$ cat src/hw/rtl/met_pkg.sv
`timescale 1ns / 1ps

package met_pkg;

    localparam int CHANNELS   = 16;
    localparam int TIME_BITS  = 32;
    localparam int PIN_BITS   = 16;
    localparam int CHANNEL_W  = 4;
    localparam int INTERVAL_W = 32;

    // Only channels that have a pin can ever see an edge.
    localparam int SCAN_CH = (CHANNELS < PIN_BITS) ? CHANNELS : PIN_BITS;
    localparam int CH_W    = (CHANNELS > 1) ? $clog2(CHANNELS) : 1;

    localparam logic [PIN_BITS-1:0] MASK_RESET = 16'hA000;

    typedef struct packed {
        logic [CHANNEL_W-1:0]  channel;
        logic [INTERVAL_W-1:0] interval;
        logic                  last;
    } met_result_t;

endpackage

$ cat src/hw/rtl/met_if.sv
`timescale 1ns / 1ps

interface met_in_if;
    logic                         valid;
    logic                         ready;
    logic [met_pkg::PIN_BITS-1:0] pin_sample;

    modport source (output valid, output pin_sample, input ready);
    modport sink (input valid, input pin_sample, output ready);
endinterface

interface met_out_if;
    logic                           valid;
    logic                           ready;
    logic [met_pkg::CHANNEL_W-1:0]  channel;
    logic [met_pkg::INTERVAL_W-1:0] interval;
    logic                           last;

    modport source (output valid, output channel, output interval, output last, input ready);
    modport sink (input valid, input channel, input interval, input last, output ready);
endinterface

$ cat src/hw/rtl/met_edge_scan.sv
`timescale 1ns / 1ps

module met_edge_scan
(
    input  logic                         clk,
    input  logic                         rst_n,
    met_in_if.sink                       tick,
    input  logic [met_pkg::PIN_BITS-1:0] report_mask,
    output logic                         res_valid,
    output met_pkg::met_result_t         res,
    input  logic                         res_ready
);

    logic [met_pkg::TIME_BITS-1:0] ts_mem [met_pkg::CHANNELS];
    logic [met_pkg::CHANNELS-1:0]  ts_valid_reg;

    logic [met_pkg::TIME_BITS-1:0] tick_count_reg;
    logic [met_pkg::TIME_BITS-1:0] tick_count_next;
    logic [met_pkg::PIN_BITS-1:0]  prev_reg;
    logic [met_pkg::SCAN_CH-1:0]   pending_reg;
    logic [met_pkg::SCAN_CH-1:0]   pending_next;
    logic [met_pkg::SCAN_CH-1:0]   rising_reg;
    logic [met_pkg::SCAN_CH-1:0]   rising_next;

    logic                          s_valid_reg;
    logic [met_pkg::CH_W-1:0]      s_ch_reg;
    logic [met_pkg::TIME_BITS-1:0] ts_rdata_reg;
    logic                          ts_rvalid_reg;

    logic                          idle;
    logic                          accept;
    logic                          s_emit;
    logic                          s_done;
    logic                          advance;
    logic                          rd_en;
    logic [met_pkg::CH_W-1:0]      rd_addr;
    logic [met_pkg::TIME_BITS-1:0] old_ts;
    logic [met_pkg::TIME_BITS-1:0] diff;
    logic [met_pkg::SCAN_CH-1:0]   above;

    assign idle       = (pending_reg == '0) && !s_valid_reg;
    assign tick.ready = idle;
    assign accept     = tick.valid && idle;

    assign tick_count_next = tick_count_reg + met_pkg::TIME_BITS'(1);
    assign rising_next     = met_pkg::SCAN_CH'(tick.pin_sample & ~prev_reg);

    // The lowest pending channel is read next.
    always_comb
    begin
        rd_addr = '0;
        for (int i = met_pkg::SCAN_CH - 1; i >= 0; i--)
        begin
            if (pending_reg[i])
            begin
                rd_addr = met_pkg::CH_W'(i);
            end
        end
    end

    assign s_emit  = s_valid_reg && report_mask[s_ch_reg];
    assign s_done  = s_valid_reg && (!s_emit || res_ready);
    assign advance = !s_valid_reg || s_done;
    assign rd_en   = advance && (pending_reg != '0);

    always_comb
    begin
        pending_next = pending_reg;
        if (accept)
        begin
            pending_next = rising_next;
        end
        else if (rd_en)
        begin
            pending_next[rd_addr] = 1'b0;
        end
    end

    // A timestamp that was never written reads as zero.
    assign old_ts = ts_rvalid_reg ? ts_rdata_reg : '0;
    assign diff   = (tick_count_reg > old_ts) ? (tick_count_reg - old_ts)
                                              : (old_ts - tick_count_reg);

    always_comb
    begin
        for (int i = 0; i < met_pkg::SCAN_CH; i++)
        begin
            above[i] = (i > int'(s_ch_reg));
        end
    end

    assign res_valid    = s_emit;
    assign res.channel  = met_pkg::CHANNEL_W'(s_ch_reg);
    assign res.interval = met_pkg::INTERVAL_W'(diff);
    assign res.last     = ((rising_reg & met_pkg::SCAN_CH'(report_mask) & above) == '0);

    // Channels within one tick are distinct, and a new tick starts only after all
    // write-backs of the previous one, so a read never overlaps a pending write.
    always_ff @(posedge clk)
    begin
        if (s_done)
        begin
            ts_mem[s_ch_reg] <= tick_count_reg;
        end
        if (rd_en)
        begin
            ts_rdata_reg <= ts_mem[rd_addr];
        end
    end

    always_ff @(posedge clk or negedge rst_n)
    begin
        if (!rst_n)
        begin
            tick_count_reg <= '0;
            prev_reg       <= '0;
            pending_reg    <= '0;
            rising_reg     <= '0;
            s_valid_reg    <= 1'b0;
            s_ch_reg       <= '0;
            ts_valid_reg   <= '0;
            ts_rvalid_reg  <= 1'b0;
        end
        else
        begin
            pending_reg <= pending_next;
            if (accept)
            begin
                tick_count_reg <= tick_count_next;
                prev_reg       <= tick.pin_sample;
                rising_reg     <= rising_next;
            end
            if (advance)
            begin
                s_valid_reg <= rd_en;
            end
            if (rd_en)
            begin
                s_ch_reg      <= rd_addr;
                ts_rvalid_reg <= ts_valid_reg[rd_addr];
            end
            if (s_done)
            begin
                ts_valid_reg[s_ch_reg] <= 1'b1;
            end
        end
    end

endmodule

$ cat src/hw/rtl/met_out_stage.sv
`timescale 1ns / 1ps

module met_out_stage
(
    input  logic                 clk,
    input  logic                 rst_n,
    input  logic                 res_valid,
    input  met_pkg::met_result_t res,
    output logic                 res_ready,
    met_out_if.source            result
);

    logic                 out_valid_reg;
    met_pkg::met_result_t out_data_reg;

    assign res_ready       = !out_valid_reg || result.ready;
    assign result.valid    = out_valid_reg;
    assign result.channel  = out_data_reg.channel;
    assign result.interval = out_data_reg.interval;
    assign result.last     = out_data_reg.last;

    always_ff @(posedge clk)
    begin
        if (res_valid && res_ready)
        begin
            out_data_reg <= res;
        end
    end

    always_ff @(posedge clk or negedge rst_n)
    begin
        if (!rst_n)
        begin
            out_valid_reg <= 1'b0;
        end
        else if (res_ready)
        begin
            out_valid_reg <= res_valid;
        end
    end

endmodule

$ cat src/hw/rtl/multichannel_edge_interval_timer.sv
`timescale 1ns / 1ps

// Multichannel edge interval timer.
// The tick channel takes one item per timer tick, carrying the sixteen pin levels.
// Each tick advances a 32-bit tick count; every channel with a rising edge has its
// interval since its previous rising edge measured and its timestamp updated.
// The result channel carries (channel, interval, last) for every rising edge whose
// channel is enabled in the report mask, in ascending channel order; last marks
// the final result of a tick. A tick with no reported edge yields no result.
// The report mask is written through cfg_we / cfg_wdata; the user must write it
// only while the block is idle, as the block does not enforce this itself.
// A tick, its edges reported or not, occupies the block from the cycle that takes
// it through one timestamp read per edge to the final write-back.
// Each reported edge passes the pending, timestamp read and output registers.
// The timestamp memory has a single read and a single write port, which sets the
// rate of one edge per cycle while the output register does not stall the scan.
// When the receiver stalls, the output register holds its result and the scan
// waits; the next tick is refused until the current one is finished.
// Reset clears the tick count and previous sample and marks all timestamps as
// unwritten, which read as zero; the report mask is set to channels 13 and 15.

module multichannel_edge_interval_timer
(
    input  logic                         clk,
    input  logic                         rst_n,
    met_in_if.sink                       tick,
    met_out_if.source                    result,
    input  logic                         cfg_we,
    input  logic [met_pkg::PIN_BITS-1:0] cfg_wdata
);

    logic [met_pkg::PIN_BITS-1:0] mask_reg;
    logic                         res_valid;
    logic                         res_ready;
    met_pkg::met_result_t         res;

    always_ff @(posedge clk or negedge rst_n)
    begin
        if (!rst_n)
        begin
            mask_reg <= met_pkg::MASK_RESET;
        end
        else if (cfg_we)
        begin
            mask_reg <= cfg_wdata;
        end
    end

    met_edge_scan u_scan
    (
        .clk         (clk),
        .rst_n       (rst_n),
        .tick        (tick),
        .report_mask (mask_reg),
        .res_valid   (res_valid),
        .res         (res),
        .res_ready   (res_ready)
    );

    met_out_stage u_out
    (
        .clk       (clk),
        .rst_n     (rst_n),
        .res_valid (res_valid),
        .res       (res),
        .res_ready (res_ready),
        .result    (result)
    );

    // A result waiting for the output register stays the same.
    assert property (@(posedge clk) disable iff (!rst_n)
        (res_valid && !res_ready) |=> (res_valid && $stable(res)))
    else $error("scan result changed while stalled");

    // No result is produced while the block is ready for a new tick.
    assert property (@(posedge clk) disable iff (!rst_n)
        tick.ready |-> !res_valid)
    else $error("result produced while idle");

    // A result taken into the output register appears on the result channel.
    assert property (@(posedge clk) disable iff (!rst_n)
        (res_valid && res_ready) |=> (result.valid && result.channel == $past(res.channel)))
    else $error("output register lost a result");

endmodule

$ cat src/flat_wrapper.sv
// flat-port wrapper written by rule: the top's interface ports become plain ports
module multichannel_edge_interval_timer_flat 
  (clk, rst_n, cfg_we, cfg_wdata, tick_valid, tick_pin_sample, tick_ready, result_valid, result_channel, result_interval, result_last, result_ready);
  met_in_if tick_i ();
  met_out_if result_i ();
  input  logic clk;
  input  logic rst_n;
  input  logic cfg_we;
  input  logic [met_pkg::PIN_BITS-1:0] cfg_wdata;
  input wire logic [$bits(tick_i.valid)-1:0] tick_valid;
  input wire logic [$bits(tick_i.pin_sample)-1:0] tick_pin_sample;
  output wire logic [$bits(tick_i.ready)-1:0] tick_ready;
  output wire logic [$bits(result_i.valid)-1:0] result_valid;
  output wire logic [$bits(result_i.channel)-1:0] result_channel;
  output wire logic [$bits(result_i.interval)-1:0] result_interval;
  output wire logic [$bits(result_i.last)-1:0] result_last;
  input wire logic [$bits(result_i.ready)-1:0] result_ready;
  assign tick_i.valid = tick_valid;
  assign tick_i.pin_sample = tick_pin_sample;
  assign tick_ready = tick_i.ready;
  assign result_valid = result_i.valid;
  assign result_channel = result_i.channel;
  assign result_interval = result_i.interval;
  assign result_last = result_i.last;
  assign result_i.ready = result_ready;
  multichannel_edge_interval_timer u_core (.clk(clk), .rst_n(rst_n), .tick(tick_i), .result(result_i), .cfg_we(cfg_we), .cfg_wdata(cfg_wdata));
endmodule
$ cat config.mk
export PLATFORM = sky130hd
export DESIGN_NAME = multichannel_edge_interval_timer_flat
export DESIGN_NICKNAME = d
export VERILOG_FILES = /design/src/hw/rtl/met_pkg.sv /design/src/hw/rtl/met_if.sv /design/src/hw/rtl/met_edge_scan.sv /design/src/hw/rtl/met_out_stage.sv /design/src/hw/rtl/multichannel_edge_interval_timer.sv /design/src/flat_wrapper.sv
export SDC_FILE = /design/constraint.sdc
export NUM_CORES = 1
export LEC_CHECK = 0
export BUFFER_PORTS_ARGS = -buffer_cell sky130_fd_sc_hd__buf_2
export CELL_PAD_IN_SITES_DETAIL_PLACEMENT = 0
export CELL_PAD_IN_SITES_GLOBAL_PLACEMENT = 2
export CORE_MARGIN = 2
export CORE_UTILIZATION = 41
export DETAILED_ROUTE_END_ITERATION = 7
export PLACE_DENSITY_LB_ADDON = 0.1
export SETUP_SLACK_MARGIN = 0.2
export SLEW_MARGIN = 30
export SYNTH_ARGS = -nofsm -noshare
export SYNTH_HDL_FRONTEND = slang
export SYNTH_SLANG_ARGS = --single-unit
export TNS_END_PERCENT = 50
$ cat constraint.sdc
create_clock -name clk -period 4.5 [get_ports clk]
set_input_delay 0.45 -clock clk [delete_from_list [all_inputs] [get_ports clk]]
set_output_delay 0.45 -clock clk [all_outputs]
set_load 0.01 [all_outputs]
# After elaboration in Yosys (flattened, before gate mapping)
# Memory sizes are Yosys's and may differ from the RTL's. A register that Yosys moved wholly into a read port is not among the register bits.
# Cells that the tools add are included.
# word_totals
register_bits,156
ram_bits,512
mem_count,1
output_inout_bits,39
word_cells,92
latchBits,0
mem_bits_ro,0
# classes
addsub,3
n_eq_ne,0
n_bitwise,7
n_reduce_logical,18
n_mul,0
div,0
n_lt_le_gt_ge,20
shifts,0
n_mux,30
# memory_table
name,depth,width,read_ports,rd_clocked_by_memory_dff,write_ports,line,source
u_core.u_scan.ts_mem,16,32,1,1,1,met_edge_scan.sv:14,logic [met_pkg::TIME_BITS-1:0] ts_mem [met_pkg::CHANNELS];
# op_table
operator,n
16-bit bitwise AND,4
32-bit 2-to-1 mux,2
4-bit 2-to-1 mux,16
32-bit subtractor,2
32-bit by 1-bit adder with 32-bit output (second input constant),1
32-bit > comparator,1
4-bit > comparator (first input constant),8
16-bit logical NOT,2
16-bit 2-to-1 mux,2
16-bit NOT,2
3-bit by 4-bit > comparator with 1-bit output (first input constant),4
16-bit OR,1
16-bit nonzero test,1
4-bit by 5-bit < comparator with 1-bit output (second input constant),2
1-bit binary-select mux with 4-bit select,2
1-bit demux with 4-bit select,2
4-bit by 1-bit greater-or-equal comparator with 1-bit output (second input constant),2
2-bit by 4-bit > comparator with 1-bit output (first input constant),2
1-bit logical AND,8
1-bit 2-to-1 mux,6
1-bit by 4-bit > comparator with 1-bit output (first input constant),1
1-bit logical NOT,3
1-bit logical OR,3
2-bit nonzero test,1

# Longest topological paths before layout
# depth
word_depth,24
depth_mapped,17
mapped_depth_nobuf,13

# Hierarchy
# A second synthesis with hierarchy kept.
# hier_totals
cells_unflattened,2301
hier_area_um2,31382.6
# by_module_without_submodules
module,instances,seq_area_each_um2,area_each_um2,cells_each
met_edge_scan,1,18863.1,29565.9,2226
met_out_stage,1,1136.1,1164.9,41
multichannel_edge_interval_timer,1,402.9,651.9,34

# Worst setup path before layout
# Ideal clock, no wire load.
# synth_timing
path_type,register -> register
startpoint,register u_core.u_scan.s_ch_reg[1] in the netlist's numbering
endpoint,"memory u_core.u_scan.ts_mem[3][0] in the netlist's numbering, enable pin"
required_time_ns,4.038
period_less_slack_ns,4.660
stages_incl_launch_ff,8
setup_ns,0.462
arrival_ns,4.198
setup_slack_ns,-0.160
path_cell_list,dfrtp_1 -> buf_1 -> mux4_2 -> mux4_2 -> nand4_1 -> buf_2 -> nand4_1 -> nor3_1
# synth_between
elab_chain_len,8
# synth_rtl
item,line,source
"start, declared",met_edge_scan.sv:26,logic [met_pkg::CH_W-1:0] s_ch_reg;
"start signal, assigned",met_edge_scan.sv:139,s_ch_reg <= rd_addr;
1-bit binary-select mux with 4-bit select,met_edge_scan.sv:61,assign s_emit = s_valid_reg && report_mask[s_ch_reg];
1-bit 2-to-1 mux (implied by the code),met_edge_scan.sv:61,
1-bit logical AND,met_edge_scan.sv:61,
1-bit logical NOT,met_edge_scan.sv:62,assign s_done = s_valid_reg && (!s_emit || res_ready);
1-bit logical OR,met_edge_scan.sv:62,
1-bit logical AND,met_edge_scan.sv:62,
1-bit 2-to-1 mux,met_edge_scan.sv:101,if (s_done)
1-bit 2-to-1 mux (implied by the code),met_edge_scan.sv:103,ts_mem[s_ch_reg] <= tick_count_reg;
"end, declared",met_edge_scan.sv:14,
# Several ways; a longest one is shown, not always the timed one. The select of a mux whose other input is x is not followed.

==> run summary <==
- fin. max-slew vios: 0
- end point of the critical path: u_core.u_out.result.interval[28]$_DFFE_PP_
- total routed wirelength: 84770 um
- count of cells along the worst register-to-register path: 17
- Boundary Pins: 76
- measured slew at the worst slew-check pin: 0.9975 ns
- antenna viol nets, final: 0
- maximum number of buffers from clock root to sink: 3
- full die area: 0.07834 sq mm
- clk slew on worst S/H paths: 0.06 ns
- number of vias after detailed routing: 19270
- clock tree from TritonCTS: built
- Post-Synthesis Cell Area: 0.03121 sq mm
- Final #Nets: 2546
- number of sinks on the clock net: 699
- H-tree Lvls: 3
- endpoints failing setup: 0
- setup slack on the worst flop-to-flop path: 0.40 ns
- Synth Area in Adders: 0.02726
- final count of hold timing violations: 0
- critical path cell sequence: buf_4, nand2_1, inv_1, ha_1, buf_4, nand4_2, nor4_4, buf_4, nor2b_1, o21a_1, nor2_2, buf_4, buf_4, a21o_1, and3_1, a2111oi_1, o211ai_1
- type of element capturing the critical path: flip-flop
- startpoint-to-endpoint class of the critical path: flip-flop to flip-flop
- clock latency reported for the late side of the worst-skew pair: 0.62 ns
- synthesis-to-layout area growth: 15.69%
- Top reg by flops: u_core.u_scan.ts_mem
- Worst Setup Start Kind: flip-flop
- proportion of synthesized flip-flops having asynchronous set or reset: 0.1688
- kind of cell with the highest combined delay on the critical path: simple AND/OR/NAND/NOR gates
- flip-flop count of the largest register after layout: 512
- residual DRC count: 0
- Initial Utilization: 0.4123
- Min-Delay Path Class: input port to flip-flop
- Syn Area/Cell: 13.55 sq um
- most instantiated flip-flop cell in the synthesis netlist: edfxtp_1
- Overall Global Routing Usage: 0.2168
- setup_tns: 0 ns
- Crit path largest cell delay: 0.40 ns
- endpoint of the lowest-slack register-to-register path: u_core.u_out.result.interval[28]$_DFFE_PP_
- Netlist cell types: 86
- share of synthesized cell area in and, or, nand and nor gates: 0.08424
- number of standard cells after synthesis: 2303
- number of synthesis warnings: 0
- placer's final routability congestion estimate: 0.8414
- remaining max-slew budget at the tightest pin: 0.3178
- EDFF count, synth: 581
- CP Depth: 17
- unrepaired setup endpoints after global routing: false
- number of post-CTS setup repair buffers: 0
- Mapped Nets: 2406
- mux cell area share after synthesis: 0.1060
- DR WL/cell: 24.31 um
- Peak Freq: 0.2438 GHz
- Worst path slowest cell: dfrtp_1
- Port-buffer cells: 75
- via count of the first global-routing pass: 19680
- detailed placer's ending HPWL: 52490 um
- number of buffers created by CTS: 77
- xor and xnor area share after synthesis: 0.01572
- CP Max Fanout: 16
- final worst path period need: 4.101 ns
- initial DRC count: 1507
- CP Data Required Time: 4.83 ns
- layout cells sized above 1: 0.1778
- FILL cells: 6691
- Compound-Gate Fraction of Synth Area: 0.08688
- overflow left after global routing: 0
- worst setup path startpoint: u_core.u_scan.ts_rvalid_reg$_DFFE_PN0P_
- Clock Skews: 0.02529 ns
- vertical extent of the die: 279.9 um
- startpoint of the lowest-slack register-to-register path: u_core.u_scan.ts_rvalid_reg$_DFFE_PN0P_
- register area share after synthesis: 0.6538
- area of the core region: 0.07570 sq mm
- most common cell after layout, fill and taps aside: edfxtp_1
- dominant combinational cell family by area after synthesis: multiplexers
- total of flip-flops plus latches after synthesis: 699
- arrival time at the worst endpoint: 4.43 ns
- vias per cell: 5.527
- outcome: completed
- max cap viols: 0
- largest net degree at the start of global routing: 90
- wire length of the first global-routing pass: 126200 um
- commonest cells after routing, fill and taps aside: 581 x edfxtp_1, 262 x nand2_1, 228 x mux2i_1
- number of search-and-repair iterations in the first detailed-routing pass: 5
- FP Rows: 101
- most frequent CP cell: buf_4
- WP buf/inv: 6
- initial antenna violation count: 3
- clock tree root buffer cell: clkbuf_16
- die span in x: 279.9 um
- period utilization: 0.9114
repair_timing:
item,4_1_cts,5_1_grt
endpoints found under the setup margin,1,4
gates cloned,0,0
hold endpoints to repair,82,0
hold buffers,7,0
resized for setup,2,8
kinds of logic after synthesis:
kind of cell / Yosys count
fa+ha+maj: 67
simple gates: 565
xor+xnor: 56
mux: 314
flops: 699
buf+inv: 198
compound gates: 404
cells in the mapped netlist (16+ instances only):
cell / n / share of area
ha_1: 64 / 0.026
mux2i_1: 228 / 0.073
nand3b_1: 17 / 0.0041
and3_1: 16 / 0.0032
nand2_1: 264 / 0.032
dfrtp_1: 116 / 0.093
nand3_1: 18 / 0.0029
or2_2: 17 / 0.0034
o221ai_1: 30 / 0.0084
a32oi_1: 33 / 0.0093
mux2_2: 81 / 0.029
nor3_1: 28 / 0.0045
a21o_1: 36 / 0.0087
a211oi_1: 22 / 0.0053
inv_1: 82 / 0.0099
xnor2_1: 46 / 0.013
buf_2: 41 / 0.0066
o21ai_0: 62 / 0.0099
a21oi_1: 132 / 0.021
nor2_1: 130 / 0.016
clkbuf_1: 57 / 0.0069
nand4_1: 17 / 0.0034
edfxtp_1: 581 / 0.56
layout make-up:
type / instances / area [sq um] / share of cell area
repair buffers: 177 / 1428 / 0.03954
diodes: 1 / 2.502 / 0.00006931
flip-flops and latches: 699 / 20400 / 0.5651
inverters: 82 / 307.8 / 0.008525
clock inverters: 45 / 432.9 / 0.01199
well taps: 978 / 1224 / 0.03389
multi-input cells: 1406 / 10220 / 0.2832
clock buffers: 99 / 2081 / 0.05763
worst reg2reg max path, cell delays in order (launching register included):
cell	delay, ns
dfrtp_1	0.40
buf_4	0.20
nand2_1	0.12
inv_1	0.06
ha_1	0.26
buf_4	0.21
nand4_2	0.20
nor4_4	0.35
buf_4	0.16
nor2b_1	0.19
o21a_1	0.26
nor2_2	0.13
buf_4	0.19
buf_4	0.17
a21o_1	0.19
and3_1	0.19
a2111oi_1	0.40
o211ai_1	0.17
routing by layer:
| layer | track usage | routed length, um | up-vias |
|---|---|---|---|
| met5 | 0 | 13 | - |
| met4 | 0.05718 | 1934 | 2 |
| met3 | 0.03303 | 4096 | 122 |
| met2 | 0.3619 | 40760 | 469 |
| met1 | 0.2961 | 37960 | 9778 |
| li1 | - | - | 8900 |
worst min-delay path by stage:
stage / end / start / depth (start not counted)
after global routing: u_core.u_out.result.valid$_DFFE_PN0P_ / result_ready / 2
after floorplan: u_core.mask_reg[0]$_DFFE_PN0P_ / rst_n / 0
final: u_core.u_scan.prev_reg[14]$_DFFE_PN0P_ / tick_pin_sample[14] / 3
after CTS: u_core.u_scan.prev_reg[11]$_DFFE_PN0P_ / tick_pin_sample[11] / 3
after global placement: u_core.u_scan.prev_reg[1]$_DFFE_PN0P_ / u_core.u_scan.prev_reg[1]$_DFFE_PN0P_ / 2
after detailed placement: u_core.u_scan.prev_reg[5]$_DFFE_PN0P_ / u_core.u_scan.prev_reg[5]$_DFFE_PN0P_ / 2
per-stage QoR:
stage / utilization / worst slack (ns) / cell area (sq um) / cells / hold WS [ns]
floorplan: - / -0.1217 / 31220 / 2303 / 0.1544
global placement: 0.4422 / 0.2070 / 33470 / 3335 / 0.4485
detailed placement: 0.4422 / 0.1346 / 33470 / 3335 / 0.4528
CTS: 0.4764 / 0.2098 / 36060 / 3486 / 0.003574
global route: 0.4769 / 0.2026 / 36100 / 3486 / 0.02000
finish: 0.4770 / 0.3988 / 36100 / 3487 / 0.04545
Power is left out: the tool's default activity adds up to more than one toggle a clock period on the data nets, which glitch-free logic cannot reach.
